## src/wsr_pkg.sv

```systemverilog
// Shared types, constants and tables for the wind sway rotation block.
// Used by the channel interfaces, the serial ALU and the top level.
`default_nettype none

package wsr_pkg;

   localparam int NUM_MATRICES_DEF = 4;
   localparam int OUT_FRAC_DEF     = 15;

   localparam int ACC_W  = 64;
   localparam int OPB_W  = 32;
   localparam int DIVR_W = 16;
   localparam int CNT_W  = 7;

   localparam logic [30:0] ONE_Q30     = 31'h4000_0000;
   localparam logic [32:0] TWO_PI_Q30  = 33'd6746518852;
   localparam logic [21:0] INV_2PI_Q24 = 22'd2670177;
   localparam logic [15:0] TILT_DIVISOR = 16'd360;

   // quotient bits of each division
   localparam logic [CNT_W-1:0] RESCALE_DIV_BITS = 7'd48;
   localparam logic [CNT_W-1:0] TILT_DIV_BITS    = 7'd52;
   localparam logic [CNT_W-1:0] HORNER_DIV_BITS  = 7'd31;

   typedef enum logic [0:0] {
      ALU_MUL = 1'b0,
      ALU_DIV = 1'b1
   } alu_op_type;

   typedef struct packed {
      logic             start;
      alu_op_type       op;
      logic [ACC_W-1:0] a;      // multiplicand or dividend
      logic [OPB_W-1:0] b;      // multiplier or divisor
      logic [CNT_W-1:0] nbits;  // dividend width for a division
   } alu_req_type;

   typedef struct packed {
      logic             done;
      logic [ACC_W-1:0] result;
   } alu_rsp_type;

   // 20 * sway frequency (Q0.16) per matrix; axis 0 is x, 1 is y
   function automatic logic [18:0] freq20(input logic axis, input logic [1:0] k);
      logic [18:0] f;
      f = '0;
      case ({axis, k})
         3'b000:  f = 19'd196600;
         3'b001:  f = 19'd327680;
         3'b010:  f = 19'd249040;
         3'b011:  f = 19'd196600;
         3'b100:  f = 19'd222820;
         3'b101:  f = 19'd196600;
         3'b110:  f = 19'd65540;
         3'b111:  f = 19'd288360;
         default: f = '0;
      endcase
      return f;
   endfunction

   // Horner divisors: sine series first, then cosine series
   function automatic logic [15:0] horner_div(input logic [2:0] step);
      logic [15:0] d;
      d = 16'd1;
      case (step)
         3'd0:    d = 16'd72;
         3'd1:    d = 16'd42;
         3'd2:    d = 16'd20;
         3'd3:    d = 16'd6;
         3'd4:    d = 16'd56;
         3'd5:    d = 16'd30;
         3'd6:    d = 16'd12;
         3'd7:    d = 16'd2;
         default: d = 16'd1;
      endcase
      return d;
   endfunction

endpackage

`default_nettype wire

```

## src/wsr_channels.sv

```systemverilog
// Valid/ready channel interfaces: time request, matrix response, strength write.
// Depends on wsr_pkg.
`default_nettype none

interface wsr_req_if import wsr_pkg::*; ();
   logic        valid;
   logic        ready;
   logic [31:0] current_time;
   modport source (output valid, output current_time, input ready);
   modport sink   (input valid, input current_time, output ready);
endinterface

interface wsr_rsp_if import wsr_pkg::*; ();
   logic               valid;
   logic               ready;
   logic [1:0]         matrix_index;
   logic signed [15:0] cos_tilt_y;
   logic signed [15:0] neg_sin_tilt_y;
   logic signed [15:0] sinx_times_siny;
   logic signed [15:0] cos_tilt_x;
   logic signed [15:0] sinx_times_cosy;
   logic signed [15:0] siny_times_cosx;
   logic signed [15:0] neg_sin_tilt_x;
   logic signed [15:0] cosx_times_cosy;
   logic               last_matrix;
   modport source (output valid, output matrix_index, output cos_tilt_y,
                   output neg_sin_tilt_y, output sinx_times_siny, output cos_tilt_x,
                   output sinx_times_cosy, output siny_times_cosx,
                   output neg_sin_tilt_x, output cosx_times_cosy,
                   output last_matrix, input ready);
   modport sink   (input valid, input matrix_index, input cos_tilt_y,
                   input neg_sin_tilt_y, input sinx_times_siny, input cos_tilt_x,
                   input sinx_times_cosy, input siny_times_cosx,
                   input neg_sin_tilt_x, input cosx_times_cosy,
                   input last_matrix, output ready);
endinterface

interface wsr_csr_if import wsr_pkg::*; ();
   logic        valid;
   logic        ready;
   logic [15:0] wind_strength;
   modport source (output valid, output wind_strength, input ready);
   modport sink   (input valid, input wind_strength, output ready);
endinterface

`default_nettype wire

```

## src/wsr_serial_alu.sv

```systemverilog
// Bit-serial multiply (shift-add, stops when the multiplier runs out) and
// restoring divide (one quotient bit per cycle). Depends on wsr_pkg.
`default_nettype none

module wsr_serial_alu import wsr_pkg::*; (
   input  wire logic        clock,
   input  wire logic        reset,
   input  wire alu_req_type req,
   output alu_rsp_type      rsp
);

   logic             busy_ff, busy_in;
   alu_op_type       op_ff, op_in;
   logic [ACC_W-1:0] acc_ff, acc_in;
   logic [ACC_W-1:0] a_ff, a_in;     // multiplicand, or dividend/quotient shifter
   logic [OPB_W-1:0] b_ff, b_in;
   logic [DIVR_W-1:0] rem_ff, rem_in;
   logic [CNT_W-1:0] cnt_ff, cnt_in;
   logic [DIVR_W:0]  trial;
   logic             finish;

   assign finish = busy_ff && ((op_ff == ALU_MUL) ? (b_ff == '0) : (cnt_ff == '0));
   assign rsp.done = finish;
   assign rsp.result = (op_ff == ALU_MUL) ? acc_ff : a_ff;
   assign trial = {rem_ff, a_ff[ACC_W-1]};

   always_comb begin
      busy_in = busy_ff;
      op_in   = op_ff;
      acc_in  = acc_ff;
      a_in    = a_ff;
      b_in    = b_ff;
      rem_in  = rem_ff;
      cnt_in  = cnt_ff;
      if (!busy_ff) begin
         if (req.start) begin
            busy_in = 1'b1;
            op_in   = req.op;
            acc_in  = '0;
            b_in    = req.b;
            rem_in  = '0;
            cnt_in  = req.nbits;
            if (req.op == ALU_MUL) begin
               a_in = req.a;
            end else begin
               a_in = req.a << (7'd64 - req.nbits);
            end
         end
      end else if (finish) begin
         busy_in = 1'b0;
      end else if (op_ff == ALU_MUL) begin
         if (b_ff[0]) begin
            acc_in = acc_ff + a_ff;
         end
         a_in = {a_ff[ACC_W-2:0], 1'b0};
         b_in = {1'b0, b_ff[OPB_W-1:1]};
      end else begin
         if (trial >= {1'b0, b_ff[DIVR_W-1:0]}) begin
            rem_in = DIVR_W'(trial - {1'b0, b_ff[DIVR_W-1:0]});
            a_in   = {a_ff[ACC_W-2:0], 1'b1};
         end else begin
            rem_in = trial[DIVR_W-1:0];
            a_in   = {a_ff[ACC_W-2:0], 1'b0};
         end
         cnt_in = cnt_ff - 7'd1;
      end
   end

   always_ff @(posedge clock) begin
      if (reset) begin
         busy_ff <= 1'b0;
      end else begin
         busy_ff <= busy_in;
      end
   end

   always_ff @(posedge clock) begin
      op_ff  <= op_in;
      acc_ff <= acc_in;
      a_ff   <= a_in;
      b_ff   <= b_in;
      rem_ff <= rem_in;
      cnt_ff <= cnt_in;
   end

endmodule

`default_nettype wire

```

## src/wind_sway_rotation_matrices.sv

```systemverilog
// Wind sway rotation matrices: one time word in, NUM_MATRICES matrix words out.
// All arithmetic runs through one bit-serial multiply/divide unit; four sin/cos
// Horner evaluations dominate the work of each matrix. The next time word is taken
// once the last matrix word sits in the output register.
// Reset (synchronous): strength, previous strength, previous time and timers clear.
`default_nettype none

module wind_sway_rotation_matrices import wsr_pkg::*; #(
   parameter int NUM_MATRICES         = NUM_MATRICES_DEF,
   parameter int OUTPUT_FRACTION_BITS = OUT_FRAC_DEF
) (
   input wire logic clock,
   input wire logic reset,
   wsr_req_if.sink   req_chan,
   wsr_rsp_if.source rsp_chan,
   wsr_csr_if.sink   csr_chan
);

   localparam int SH = 30 - OUTPUT_FRACTION_BITS;
   localparam logic [32:0] RND     = (SH > 0) ? (33'd1 << (SH - 1)) : 33'd0;
   localparam logic [32:0] LIM_POS = (33'd1 << OUTPUT_FRACTION_BITS) - 33'd1;
   localparam logic [32:0] LIM_NEG = 33'd1 << OUTPUT_FRACTION_BITS;
   localparam logic [1:0]  LAST_K  = 2'(NUM_MATRICES - 1);

   typedef enum logic [15:0] {
      ST_IDLE    = 16'h0001,
      ST_LOAD    = 16'h0002,
      ST_RS_MUL  = 16'h0004,
      ST_RS_DIV  = 16'h0008,
      ST_FQ_W    = 16'h0010,
      ST_FQ_RATE = 16'h0020,
      ST_FQ_PH   = 16'h0040,
      ST_TL_MUL  = 16'h0080,
      ST_TL_DIV  = 16'h0100,
      ST_SC_M    = 16'h0200,
      ST_SC_X2   = 16'h0400,
      ST_SC_HMUL = 16'h0800,
      ST_SC_HDIV = 16'h1000,
      ST_SC_S    = 16'h2000,
      ST_PR_MUL  = 16'h4000,
      ST_EMIT    = 16'h8000
   } state_type;

   typedef struct packed {
      logic [1:0]  matrix_index;
      logic [15:0] cos_tilt_y;
      logic [15:0] neg_sin_tilt_y;
      logic [15:0] sinx_times_siny;
      logic [15:0] cos_tilt_x;
      logic [15:0] sinx_times_cosy;
      logic [15:0] siny_times_cosx;
      logic [15:0] neg_sin_tilt_x;
      logic [15:0] cosx_times_cosy;
      logic        last_matrix;
   } out_word_type;

   function automatic logic [15:0] to_out(input logic signed [31:0] v);
      logic        neg;
      logic [32:0] mg;
      logic [32:0] lim;
      logic [32:0] r;
      neg = v[31];
      mg  = neg ? (33'd0 - {v[31], v}) : {1'b0, v};
      r   = (mg + RND) >> SH;
      lim = neg ? LIM_NEG : LIM_POS;
      if (r > lim) begin
         r = lim;
      end
      r = neg ? (33'd0 - r) : r;
      return r[15:0];
   endfunction

   state_type    state_ff, state_in;
   logic         issued_ff, issued_in;
   logic [15:0]  strength_ff, strength_in;
   logic [15:0]  prev_strength_ff, prev_strength_in;
   logic [31:0]  prev_time_ff, prev_time_in;
   logic [31:0]  timers_ff [4];
   logic [31:0]  timers_in [4];
   logic [1:0]   k_ff, k_in;
   logic [1:0]   call_ff, call_in;
   logic [2:0]   step_ff, step_in;
   logic [1:0]   pr_ff, pr_in;
   logic         rsp_valid_ff, rsp_valid_in;

   logic [31:0]  elapsed_ff, elapsed_in;
   logic [31:0]  timer_ff, timer_in;
   logic [63:0]  tmp_ff, tmp_in;
   logic [31:0]  phase_ff, phase_in;
   logic [29:0]  x_ff, x_in;
   logic [29:0]  x2_ff, x2_in;
   logic [30:0]  t_ff, t_in;
   logic [30:0]  u_ff, u_in;
   logic signed [31:0] px_ff, px_in, py_ff, py_in;
   logic signed [31:0] sx_ff, sx_in, cx_ff, cx_in;
   logic signed [31:0] sy_ff, sy_in, cy_ff, cy_in;
   logic signed [31:0] prod_ff [4];
   logic signed [31:0] prod_in [4];
   out_word_type out_ff, out_in;

   alu_req_type  alu_req;
   alu_rsp_type  alu_rsp;

   // phase reduction to nearest quarter turn
   logic [31:0]  q_sum;
   logic [1:0]   quad;
   logic [31:0]  red;
   logic         red_neg;
   logic [31:0]  red_mag;
   // tilt source
   logic signed [31:0] pct;
   logic [31:0]  pct_mag;
   logic [21:0]  s35;
   // product operands
   logic signed [31:0] opa, opb;
   logic [31:0]  opa_mag, opb_mag;
   // sincos finish
   logic [31:0]  s_mag;
   logic signed [31:0] s_sgn, c_sgn, sin_out, cos_out;
   logic [31:0]  tl_mag;
   logic [31:0]  pr_mag;
   logic [31:0]  timer_sum;
   logic [30:0]  horner_q;
   logic         is_op;

   wsr_serial_alu u_alu (
      .clock (clock),
      .reset (reset),
      .req   (alu_req),
      .rsp   (alu_rsp)
   );

   assign req_chan.ready = (state_ff == ST_IDLE);
   assign csr_chan.ready = 1'b1;

   assign rsp_chan.valid           = rsp_valid_ff;
   assign rsp_chan.matrix_index    = out_ff.matrix_index;
   assign rsp_chan.cos_tilt_y      = out_ff.cos_tilt_y;
   assign rsp_chan.neg_sin_tilt_y  = out_ff.neg_sin_tilt_y;
   assign rsp_chan.sinx_times_siny = out_ff.sinx_times_siny;
   assign rsp_chan.cos_tilt_x      = out_ff.cos_tilt_x;
   assign rsp_chan.sinx_times_cosy = out_ff.sinx_times_cosy;
   assign rsp_chan.siny_times_cosx = out_ff.siny_times_cosx;
   assign rsp_chan.neg_sin_tilt_x  = out_ff.neg_sin_tilt_x;
   assign rsp_chan.cosx_times_cosy = out_ff.cosx_times_cosy;
   assign rsp_chan.last_matrix     = out_ff.last_matrix;

   always_comb begin
      q_sum   = phase_ff + 32'h2000_0000;
      quad    = q_sum[31:30];
      red     = phase_ff - {quad, 30'd0};
      red_neg = red[31];
      red_mag = red_neg ? (32'd0 - red) : red;

      pct     = call_ff[0] ? py_ff : px_ff;
      pct_mag = pct[31] ? (32'd0 - pct) : pct;
      s35     = {1'b0, strength_ff, 5'd0} + {5'd0, strength_ff, 1'b0} + {6'd0, strength_ff};

      case (pr_ff)
         2'd0:    begin opa = sx_ff; opb = sy_ff; end
         2'd1:    begin opa = sx_ff; opb = cy_ff; end
         2'd2:    begin opa = sy_ff; opb = cx_ff; end
         default: begin opa = cx_ff; opb = cy_ff; end
      endcase
      opa_mag = opa[31] ? (32'd0 - opa) : opa;
      opb_mag = opb[31] ? (32'd0 - opb) : opb;

      s_mag = alu_rsp.result[61:30];
      s_sgn = red_neg ? -$signed(s_mag) : $signed(s_mag);
      c_sgn = $signed({1'b0, u_ff});
      case (quad)
         2'd0:    begin sin_out = s_sgn;  cos_out = c_sgn;  end
         2'd1:    begin sin_out = c_sgn;  cos_out = -s_sgn; end
         2'd2:    begin sin_out = -s_sgn; cos_out = -c_sgn; end
         default: begin sin_out = -c_sgn; cos_out = s_sgn;  end
      endcase

      tl_mag    = alu_rsp.result[43:12];
      pr_mag    = alu_rsp.result[61:30];
      timer_sum = timers_ff[k_ff] + elapsed_ff;
      horner_q  = alu_rsp.result[30:0];
   end

   always_comb begin
      state_in         = state_ff;
      issued_in        = issued_ff;
      strength_in      = strength_ff;
      prev_strength_in = prev_strength_ff;
      prev_time_in     = prev_time_ff;
      timers_in        = timers_ff;
      k_in             = k_ff;
      call_in          = call_ff;
      step_in          = step_ff;
      pr_in            = pr_ff;
      rsp_valid_in     = rsp_valid_ff && !rsp_chan.ready;
      elapsed_in       = elapsed_ff;
      timer_in         = timer_ff;
      tmp_in           = tmp_ff;
      phase_in         = phase_ff;
      x_in             = x_ff;
      x2_in            = x2_ff;
      t_in             = t_ff;
      u_in             = u_ff;
      px_in            = px_ff;
      py_in            = py_ff;
      sx_in            = sx_ff;
      cx_in            = cx_ff;
      sy_in            = sy_ff;
      cy_in            = cy_ff;
      prod_in          = prod_ff;
      out_in           = out_ff;

      alu_req       = '0;
      alu_req.op    = ALU_MUL;
      is_op         = !(state_ff inside {ST_IDLE, ST_LOAD, ST_EMIT});
      alu_req.start = is_op && !issued_ff;
      if (alu_req.start) begin
         issued_in = 1'b1;
      end
      if (alu_rsp.done) begin
         issued_in = 1'b0;
      end

      if (csr_chan.valid) begin
         strength_in = csr_chan.wind_strength;
      end

      case (state_ff)
         ST_IDLE: begin
            if (req_chan.valid) begin
               elapsed_in   = req_chan.current_time - prev_time_ff;
               prev_time_in = req_chan.current_time;
               k_in         = 2'd0;
               state_in     = ST_LOAD;
            end
         end
         ST_LOAD: begin
            timer_in = timer_sum;
            call_in  = 2'd0;
            if (strength_ff != 16'd0) begin
               state_in = ST_RS_MUL;
            end else begin
               timers_in[k_ff] = timer_sum;
               state_in        = ST_FQ_W;
            end
         end
         ST_RS_MUL: begin
            alu_req.a = {32'd0, timer_ff};
            alu_req.b = {16'd0, prev_strength_ff};
            if (alu_rsp.done) begin
               tmp_in   = alu_rsp.result;
               state_in = ST_RS_DIV;
            end
         end
         ST_RS_DIV: begin
            alu_req.op    = ALU_DIV;
            alu_req.a     = tmp_ff;
            alu_req.b     = {16'd0, strength_ff};
            alu_req.nbits = RESCALE_DIV_BITS;
            if (alu_rsp.done) begin
               // quotient saturates at 32 bits
               if (alu_rsp.result[47:32] != 16'd0) begin
                  timer_in        = 32'hFFFF_FFFF;
                  timers_in[k_ff] = 32'hFFFF_FFFF;
               end else begin
                  timer_in        = alu_rsp.result[31:0];
                  timers_in[k_ff] = alu_rsp.result[31:0];
               end
               state_in = ST_FQ_W;
            end
         end
         ST_FQ_W: begin
            alu_req.a = {45'd0, freq20(call_ff[0], k_ff)};
            alu_req.b = {16'd0, strength_ff};
            if (alu_rsp.done) begin
               tmp_in   = alu_rsp.result;
               state_in = ST_FQ_RATE;
            end
         end
         ST_FQ_RATE: begin
            alu_req.a = tmp_ff;
            alu_req.b = {10'd0, INV_2PI_Q24};
            if (alu_rsp.done) begin
               tmp_in   = alu_rsp.result >> 24;
               state_in = ST_FQ_PH;
            end
         end
         ST_FQ_PH: begin
            alu_req.a = tmp_ff;
            alu_req.b = timer_ff;
            if (alu_rsp.done) begin
               phase_in = alu_rsp.result[45:14];
               state_in = ST_SC_M;
            end
         end
         ST_TL_MUL: begin
            alu_req.a = {42'd0, s35};
            alu_req.b = pct_mag;
            if (alu_rsp.done) begin
               tmp_in   = alu_rsp.result;
               state_in = ST_TL_DIV;
            end
         end
         ST_TL_DIV: begin
            alu_req.op    = ALU_DIV;
            alu_req.a     = tmp_ff;
            alu_req.b     = {16'd0, TILT_DIVISOR};
            alu_req.nbits = TILT_DIV_BITS;
            if (alu_rsp.done) begin
               phase_in = pct[31] ? (32'd0 - tl_mag) : tl_mag;
               state_in = ST_SC_M;
            end
         end
         ST_SC_M: begin
            // remainder turns to radians
            alu_req.a = {31'd0, TWO_PI_Q30};
            alu_req.b = red_mag;
            if (alu_rsp.done) begin
               x_in     = alu_rsp.result[61:32];
               state_in = ST_SC_X2;
            end
         end
         ST_SC_X2: begin
            alu_req.a = {34'd0, x_ff};
            alu_req.b = {2'd0, x_ff};
            if (alu_rsp.done) begin
               x2_in    = alu_rsp.result[59:30];
               t_in     = ONE_Q30;
               u_in     = ONE_Q30;
               step_in  = 3'd0;
               state_in = ST_SC_HMUL;
            end
         end
         ST_SC_HMUL: begin
            alu_req.a = {34'd0, x2_ff};
            alu_req.b = {1'b0, (step_ff[2] ? u_ff : t_ff)};
            if (alu_rsp.done) begin
               tmp_in   = alu_rsp.result >> 30;
               state_in = ST_SC_HDIV;
            end
         end
         ST_SC_HDIV: begin
            alu_req.op    = ALU_DIV;
            alu_req.a     = tmp_ff;
            alu_req.b     = {16'd0, horner_div(step_ff)};
            alu_req.nbits = HORNER_DIV_BITS;
            if (alu_rsp.done) begin
               if (step_ff[2]) begin
                  u_in = ONE_Q30 - horner_q;
               end else begin
                  t_in = ONE_Q30 - horner_q;
               end
               step_in  = step_ff + 3'd1;
               state_in = (step_ff == 3'd7) ? ST_SC_S : ST_SC_HMUL;
            end
         end
         ST_SC_S: begin
            alu_req.a = {34'd0, x_ff};
            alu_req.b = {1'b0, t_ff};
            if (alu_rsp.done) begin
               call_in = call_ff + 2'd1;
               case (call_ff)
                  2'd0: begin
                     px_in    = sin_out;
                     state_in = ST_FQ_W;
                  end
                  2'd1: begin
                     py_in    = cos_out;
                     state_in = ST_TL_MUL;
                  end
                  2'd2: begin
                     sx_in    = sin_out;
                     cx_in    = cos_out;
                     state_in = ST_TL_MUL;
                  end
                  default: begin
                     sy_in    = sin_out;
                     cy_in    = cos_out;
                     pr_in    = 2'd0;
                     state_in = ST_PR_MUL;
                  end
               endcase
            end
         end
         ST_PR_MUL: begin
            alu_req.a = {32'd0, opa_mag};
            alu_req.b = opb_mag;
            if (alu_rsp.done) begin
               prod_in[pr_ff] = (opa[31] ^ opb[31]) ? -$signed(pr_mag) : $signed(pr_mag);
               pr_in    = pr_ff + 2'd1;
               state_in = (pr_ff == 2'd3) ? ST_EMIT : ST_PR_MUL;
            end
         end
         ST_EMIT: begin
            if (!rsp_valid_ff || rsp_chan.ready) begin
               rsp_valid_in           = 1'b1;
               out_in.matrix_index    = k_ff;
               out_in.cos_tilt_y      = to_out(cy_ff);
               out_in.neg_sin_tilt_y  = to_out(-sy_ff);
               out_in.sinx_times_siny = to_out(prod_ff[0]);
               out_in.cos_tilt_x      = to_out(cx_ff);
               out_in.sinx_times_cosy = to_out(prod_ff[1]);
               out_in.siny_times_cosx = to_out(prod_ff[2]);
               out_in.neg_sin_tilt_x  = to_out(-sx_ff);
               out_in.cosx_times_cosy = to_out(prod_ff[3]);
               out_in.last_matrix     = (k_ff == LAST_K);
               if (k_ff == LAST_K) begin
                  prev_strength_in = strength_ff;
                  state_in         = ST_IDLE;
               end else begin
                  k_in     = k_ff + 2'd1;
                  state_in = ST_LOAD;
               end
            end
         end
         default: begin
            state_in = ST_IDLE;
         end
      endcase
   end

   always_ff @(posedge clock) begin
      if (reset) begin
         state_ff         <= ST_IDLE;
         issued_ff        <= 1'b0;
         strength_ff      <= '0;
         prev_strength_ff <= '0;
         prev_time_ff     <= '0;
         timers_ff        <= '{default: '0};
         k_ff             <= '0;
         call_ff          <= '0;
         step_ff          <= '0;
         pr_ff            <= '0;
         rsp_valid_ff     <= 1'b0;
      end else begin
         state_ff         <= state_in;
         issued_ff        <= issued_in;
         strength_ff      <= strength_in;
         prev_strength_ff <= prev_strength_in;
         prev_time_ff     <= prev_time_in;
         timers_ff        <= timers_in;
         k_ff             <= k_in;
         call_ff          <= call_in;
         step_ff          <= step_in;
         pr_ff            <= pr_in;
         rsp_valid_ff     <= rsp_valid_in;
      end
   end

   always_ff @(posedge clock) begin
      elapsed_ff <= elapsed_in;
      timer_ff   <= timer_in;
      tmp_ff     <= tmp_in;
      phase_ff   <= phase_in;
      x_ff       <= x_in;
      x2_ff      <= x2_in;
      t_ff       <= t_in;
      u_ff       <= u_in;
      px_ff      <= px_in;
      py_ff      <= py_in;
      sx_ff      <= sx_in;
      cx_ff      <= cx_in;
      sy_ff      <= sy_in;
      cy_ff      <= cy_in;
      prod_ff    <= prod_in;
      out_ff     <= out_in;
   end

endmodule

`default_nettype wire

```

## src/flat_wrapper.sv

```systemverilog
// flat-port wrapper written by rule: the top's interface ports become plain ports
module wind_sway_rotation_matrices_flat import wsr_pkg::*;
#(
   parameter int NUM_MATRICES         = NUM_MATRICES_DEF,
   parameter int OUTPUT_FRACTION_BITS = OUT_FRAC_DEF
)
  (clock, reset, req_chan_valid, req_chan_current_time, req_chan_ready, rsp_chan_valid, rsp_chan_matrix_index, rsp_chan_cos_tilt_y, rsp_chan_neg_sin_tilt_y, rsp_chan_sinx_times_siny, rsp_chan_cos_tilt_x, rsp_chan_sinx_times_cosy, rsp_chan_siny_times_cosx, rsp_chan_neg_sin_tilt_x, rsp_chan_cosx_times_cosy, rsp_chan_last_matrix, rsp_chan_ready, csr_chan_valid, csr_chan_wind_strength, csr_chan_ready);
  wsr_req_if req_chan_i ();
  wsr_rsp_if rsp_chan_i ();
  wsr_csr_if csr_chan_i ();
  input wire logic clock;
  input wire logic reset;
  input wire logic [$bits(req_chan_i.valid)-1:0] req_chan_valid;
  input wire logic [$bits(req_chan_i.current_time)-1:0] req_chan_current_time;
  output wire logic [$bits(req_chan_i.ready)-1:0] req_chan_ready;
  output wire logic [$bits(rsp_chan_i.valid)-1:0] rsp_chan_valid;
  output wire logic [$bits(rsp_chan_i.matrix_index)-1:0] rsp_chan_matrix_index;
  output wire logic [$bits(rsp_chan_i.cos_tilt_y)-1:0] rsp_chan_cos_tilt_y;
  output wire logic [$bits(rsp_chan_i.neg_sin_tilt_y)-1:0] rsp_chan_neg_sin_tilt_y;
  output wire logic [$bits(rsp_chan_i.sinx_times_siny)-1:0] rsp_chan_sinx_times_siny;
  output wire logic [$bits(rsp_chan_i.cos_tilt_x)-1:0] rsp_chan_cos_tilt_x;
  output wire logic [$bits(rsp_chan_i.sinx_times_cosy)-1:0] rsp_chan_sinx_times_cosy;
  output wire logic [$bits(rsp_chan_i.siny_times_cosx)-1:0] rsp_chan_siny_times_cosx;
  output wire logic [$bits(rsp_chan_i.neg_sin_tilt_x)-1:0] rsp_chan_neg_sin_tilt_x;
  output wire logic [$bits(rsp_chan_i.cosx_times_cosy)-1:0] rsp_chan_cosx_times_cosy;
  output wire logic [$bits(rsp_chan_i.last_matrix)-1:0] rsp_chan_last_matrix;
  input wire logic [$bits(rsp_chan_i.ready)-1:0] rsp_chan_ready;
  input wire logic [$bits(csr_chan_i.valid)-1:0] csr_chan_valid;
  input wire logic [$bits(csr_chan_i.wind_strength)-1:0] csr_chan_wind_strength;
  output wire logic [$bits(csr_chan_i.ready)-1:0] csr_chan_ready;
  assign req_chan_i.valid = req_chan_valid;
  assign req_chan_i.current_time = req_chan_current_time;
  assign req_chan_ready = req_chan_i.ready;
  assign rsp_chan_valid = rsp_chan_i.valid;
  assign rsp_chan_matrix_index = rsp_chan_i.matrix_index;
  assign rsp_chan_cos_tilt_y = rsp_chan_i.cos_tilt_y;
  assign rsp_chan_neg_sin_tilt_y = rsp_chan_i.neg_sin_tilt_y;
  assign rsp_chan_sinx_times_siny = rsp_chan_i.sinx_times_siny;
  assign rsp_chan_cos_tilt_x = rsp_chan_i.cos_tilt_x;
  assign rsp_chan_sinx_times_cosy = rsp_chan_i.sinx_times_cosy;
  assign rsp_chan_siny_times_cosx = rsp_chan_i.siny_times_cosx;
  assign rsp_chan_neg_sin_tilt_x = rsp_chan_i.neg_sin_tilt_x;
  assign rsp_chan_cosx_times_cosy = rsp_chan_i.cosx_times_cosy;
  assign rsp_chan_last_matrix = rsp_chan_i.last_matrix;
  assign rsp_chan_i.ready = rsp_chan_ready;
  assign csr_chan_i.valid = csr_chan_valid;
  assign csr_chan_i.wind_strength = csr_chan_wind_strength;
  assign csr_chan_ready = csr_chan_i.ready;
  wind_sway_rotation_matrices #(.NUM_MATRICES(NUM_MATRICES), .OUTPUT_FRACTION_BITS(OUTPUT_FRACTION_BITS)) u_core (.clock(clock), .reset(reset), .req_chan(req_chan_i), .rsp_chan(rsp_chan_i), .csr_chan(csr_chan_i));
endmodule
```

## config.mk

```make
export PLATFORM = sky130hd
export DESIGN_NAME = wind_sway_rotation_matrices_flat
export DESIGN_NICKNAME = d
export VERILOG_FILES = /design/src/wsr_pkg.sv /design/src/wsr_channels.sv /design/src/wsr_serial_alu.sv /design/src/wind_sway_rotation_matrices.sv /design/src/flat_wrapper.sv
export SDC_FILE = /design/constraint.sdc
export NUM_CORES = 2
export LEC_CHECK = 0
export BUFFER_PORTS_ARGS = -buffer_cell sky130_fd_sc_hd__buf_4
export CAP_MARGIN = 10
export CORE_UTILIZATION = 25
export DETAILED_ROUTE_END_ITERATION = 7
export GPL_TIMING_DRIVEN = 0
export PLACE_DENSITY = 0.47
export REMOVE_ABC_BUFFERS = 1
export SLEW_MARGIN = 10
export SYNTH_ARGS = -nofsm -noshare
export SYNTH_HDL_FRONTEND = slang
export SYNTH_SLANG_ARGS = --single-unit
```

## constraint.sdc

```tcl
create_clock -name clock -period 11 [get_ports clock]
set_input_delay 1.1 -clock clock [delete_from_list [all_inputs] [get_ports clock]]
set_output_delay 1.1 -clock clock [all_outputs]
set_load 0.01 [all_outputs]
```

==> metrics.md <==
| Metric | Value |
|---|---|
| Status | `finished, violations left` |
| Failing checks | `DRC, capacitance limit` |
| Worst path required time | `11.54 ns` |
| Post-synth EDFFs | `917` |
| Max VDD drop | `0.142 mV` |
| Hold-fix buffers, CTS | `0` |
| Initial antenna violation count | `8` |
| Hold WC Path Type | `reg -> reg` |
| RSZ-0062 raised after global routing | `no` |
| Share of cells above drive strength 1 | `0.102` |
| Ports | `187` |
| Post-synthesis cell area | `81400 um2` |
| Die width | `573 um` |
| Crit-path max cell delay | `0.77 ns` |
| Cells after Synth | `8982` |
| Top Family by Delay on Critical Path | `compound AO/OA/AOI/OAI gates` |
| Mean Syn Cell Area | `9.07 um2` |
| CP Launch Type | `register` |
| Overall routing resource usage | `0.201` |
| Design Area, Final | `95200 um2` |
| Worst Path Class, Setup | `reg -> reg` |
| CTS root buf | `clkbuf_16` |
| Reg2Reg Setup Slack | `0.49 ns` |
| Min cycle time layout | `10.51 ns` |
| Final WL | `344 mm` |
| Clock slew at reported path FFs | `0.06 ns` |
| TritonCTS clock tree | `built` |
| Post-DP HPWL | `266 mm` |
| Clock buffer depth | `4` |
| Most common cell after layout, fill and taps aside | `edfxtp_1` |
| Worst-Margin Slew | `1.45 ns` |
| Post-synthesis register bit count | `1143` |
| Final-stage net count | `9384` |
| Setup TNS | `0 ns` |
| Die H | `573 um` |
| Post-CTS setup buffer count | `0` |
| Critical Path AT | `11.05 ns` |
| Fin crit share | `0.955` |
| Area Overhead vs Synth | `16.9%` |
| Clock sinks | `1143` |
| Number of max-cap violations | `1` |
| Slowest cell on crit path | `xor2_1` |
| Vias per cell | `5.51` |
| Initial core utilization | `0.251` |
| Die area | `328000 um2` |
| Critical path endpoint category | `register` |
| Antenna-violating nets left | `0` |
| PortBufs | `185` |
| Grt ovf | `0` |
| Core footprint | `324000 um2` |
| Buf/Inv on CP | `2` |
| Setup Skew | `0.122 ns` |
| Routed vias | `73.9k` |
| Row count | `209` |
| RePlAce Congestion | `0.953` |
| CTS H-tree depth | `4` |
| Post-DP Area | `90100 um2` |
| Max_slew headroom | `0.00563` |
| Synth warn | `0` |
| LEAKAGE | `33.5 nW` |
| Initial DRT Pass Iterations | `8` |
| PwrDens | `208 nW/um2` |
| Vias in the first global route | `69.9k` |
| Seq/Total Area, Yosys | `0.394` |
| First-pass GRT wire length | `494 mm` |
| Drc violations | `106` |
| Drt wl/cell | `25.7 um` |
| Clk_lat worst skew | `0.93 ns` |
| CP Max Fanout | `42` |
| 1st-iter DRT viols | `8277` |
| Ys async rst share | `0` |
| Predominant post-synthesis flop cell | `edfxtp_1` |
| Final Power | `19.8 mW` |
| Most frequent cells in the layout | `917 x edfxtp_1, 912 x nor2_1, 823 x nand2_1` |
| CTS Buf Count | `149` |
| Largest net degree at the start of global routing | `128` |
| Max Clock Freq | `95.2 MHz` |
| Slew Viols, Final | `0` |
| Most numerous cell on the critical path | `a21o_1` |
| Hold Vio Cnt, Final | `0` |
| Setup violators final | `0` |
| Synth cell types | `124` |
synthesized netlist by cell type (47+ instances only):
cell type  number  area share
nor2b_1        61      0.0047
nand4_1       113      0.0087
o221ai_1       48      0.0052
o22ai_1        52      0.0040
nor4_1         97      0.0075
nand2b_1       79      0.0061
and3_1         89      0.0068
nand2_1       826       0.038
xnor2_1       423       0.045
a221oi_1       76      0.0082
o21ai_0       487       0.030
nor2_1        929       0.043
a31oi_1       103      0.0079
clkbuf_1      446       0.021
o211ai_1       57      0.0053
buf_1          59      0.0027
a221o_1        48      0.0059
ha_1          343       0.053
inv_1         300       0.014
and2_1         70      0.0054
a211oi_1      114       0.011
mux2i_1       208       0.026
o21a_1         71      0.0065
or3_1          94      0.0072
a22oi_1       171       0.016
xor2_1        259       0.028
a21o_1        158       0.015
a21oi_1       704       0.043
a22o_1         55      0.0059
o31ai_1        61      0.0056
nor3_1        260       0.016
edfxtp_1      917        0.34
dfxtp_1       226       0.056
nand3_1       192       0.012
mux4_2         47       0.013
timing repair:
item | 4_1_cts | 5_1_grt
setup endpoints to repair | 0 | 9
resized for setup | 0 | 2
hold endpoints to repair | 0 | 0
worst min-delay path: cells and delay by family, from the launching register on:
| family | cells | cell delay (ns) |
|---|---|---|
| AOI/OAI and AO/OA | 1 | 0.05 |
| DFF | 1 | 0.30 |
| and+or+nand+nor | 1 | 0.05 |
power by group:
group          internal [mW]  total [mW]  leakage (nW)  switching [mW]
combinational           2.66        8.28          20.8            5.62
sequential              5.77        6.35          10.3           0.580
clock                   3.06        5.17          2.47            2.11
area by class of cell:
type | instances | area (um2)
Clock buffer | 180 | 3970
Clock inverter | 86 | 1070
Multi-Input combinational cell | 6994 | 47000
Timing Repair Buffer | 371 | 4420
Fill cell | 33700 | 229000
Antenna cell | 5 | 12.5
Tap cell | 4325 | 5410
Inverter | 313 | 1190
Sequential cell | 1143 | 32100
flip-flops by register name, summed over array words and instances, names as in the netlist, 31 cells and up, named ones only:
register	cells
u_core.cx_ff	32
u_core.cy_ff	32
u_core.elapsed_ff	32
u_core.phase_ff	32
u_core.prev_time_ff	32
u_core.prod_ff	128
u_core.px_ff	32
u_core.py_ff	32
u_core.sx_ff	32
u_core.sy_ff	32
u_core.t_ff	31
u_core.timer_ff	32
u_core.timers_ff	128
u_core.tmp_ff	64
u_core.u_alu.a_ff	64
u_core.u_alu.acc_ff	64
u_core.u_alu.b_ff	32
u_core.u_ff	31
per-layer routing:
layer | wire length [um] | vias to the layer above | GRT usage
met4 | 22100 | 2 | 0.113
met3 | 27700 | 698 | 0.0382
met2 | 153000 | 3302 | 0.318
met1 | 142000 | 36200 | 0.258
met5 | 10 | - | 0
li1 | - | 33700 | -
per-stage QoR:
stage / setup WS (ns) / util / instances / hold WS, ns
floorplan: 1.05 / - / 8449 / 0.423
global placement: -11.34 / 0.266 / 13000 / 0.436
detailed placement: 0.200 / 0.278 / 13100 / 0.446
CTS: 0.159 / 0.294 / 13400 / 0.399
global route: 0.0849 / 0.294 / 13400 / 0.430
finish: 0.492 / 0.294 / 13400 / 0.448
cells by family (layout without fill, tap and decap cells):
kind of cell | count (synthesis) | count (layout) | synth area share
AND/OR/NAND/NOR | 3058 | 3059 | 0.181
AO/OA/AOI/OAI | 2609 | 2609 | 0.213
flip-flops | 1143 | 1143 | 0.394
adder cells (fa/ha/maj) | 362 | 362 | 0.0570
other | 1 | 6 | 0.0000460
multiplexers | 276 | 276 | 0.0416
buffers and inverters | 846 | 950 | 0.0397
XOR/XNOR | 687 | 687 | 0.0743
final timing paths:
| kind | from | to | cells after the start |
|---|---|---|---|
| worst min-delay path | u_core.prev_time_ff[13] | u_core.prev_time_ff[13] | 2 |
| worst max-delay path | u_core.sx_ff[9] | u_core.rsp_chan.neg_sin_tilt_x[2] | 29 |
| worst max register to register | u_core.sx_ff[9] | u_core.rsp_chan.neg_sin_tilt_x[2] | 29 |
| worst min register to register | u_core.prev_time_ff[13] | u_core.prev_time_ff[13] | 2 |
(Power assumes the default switching activity.)
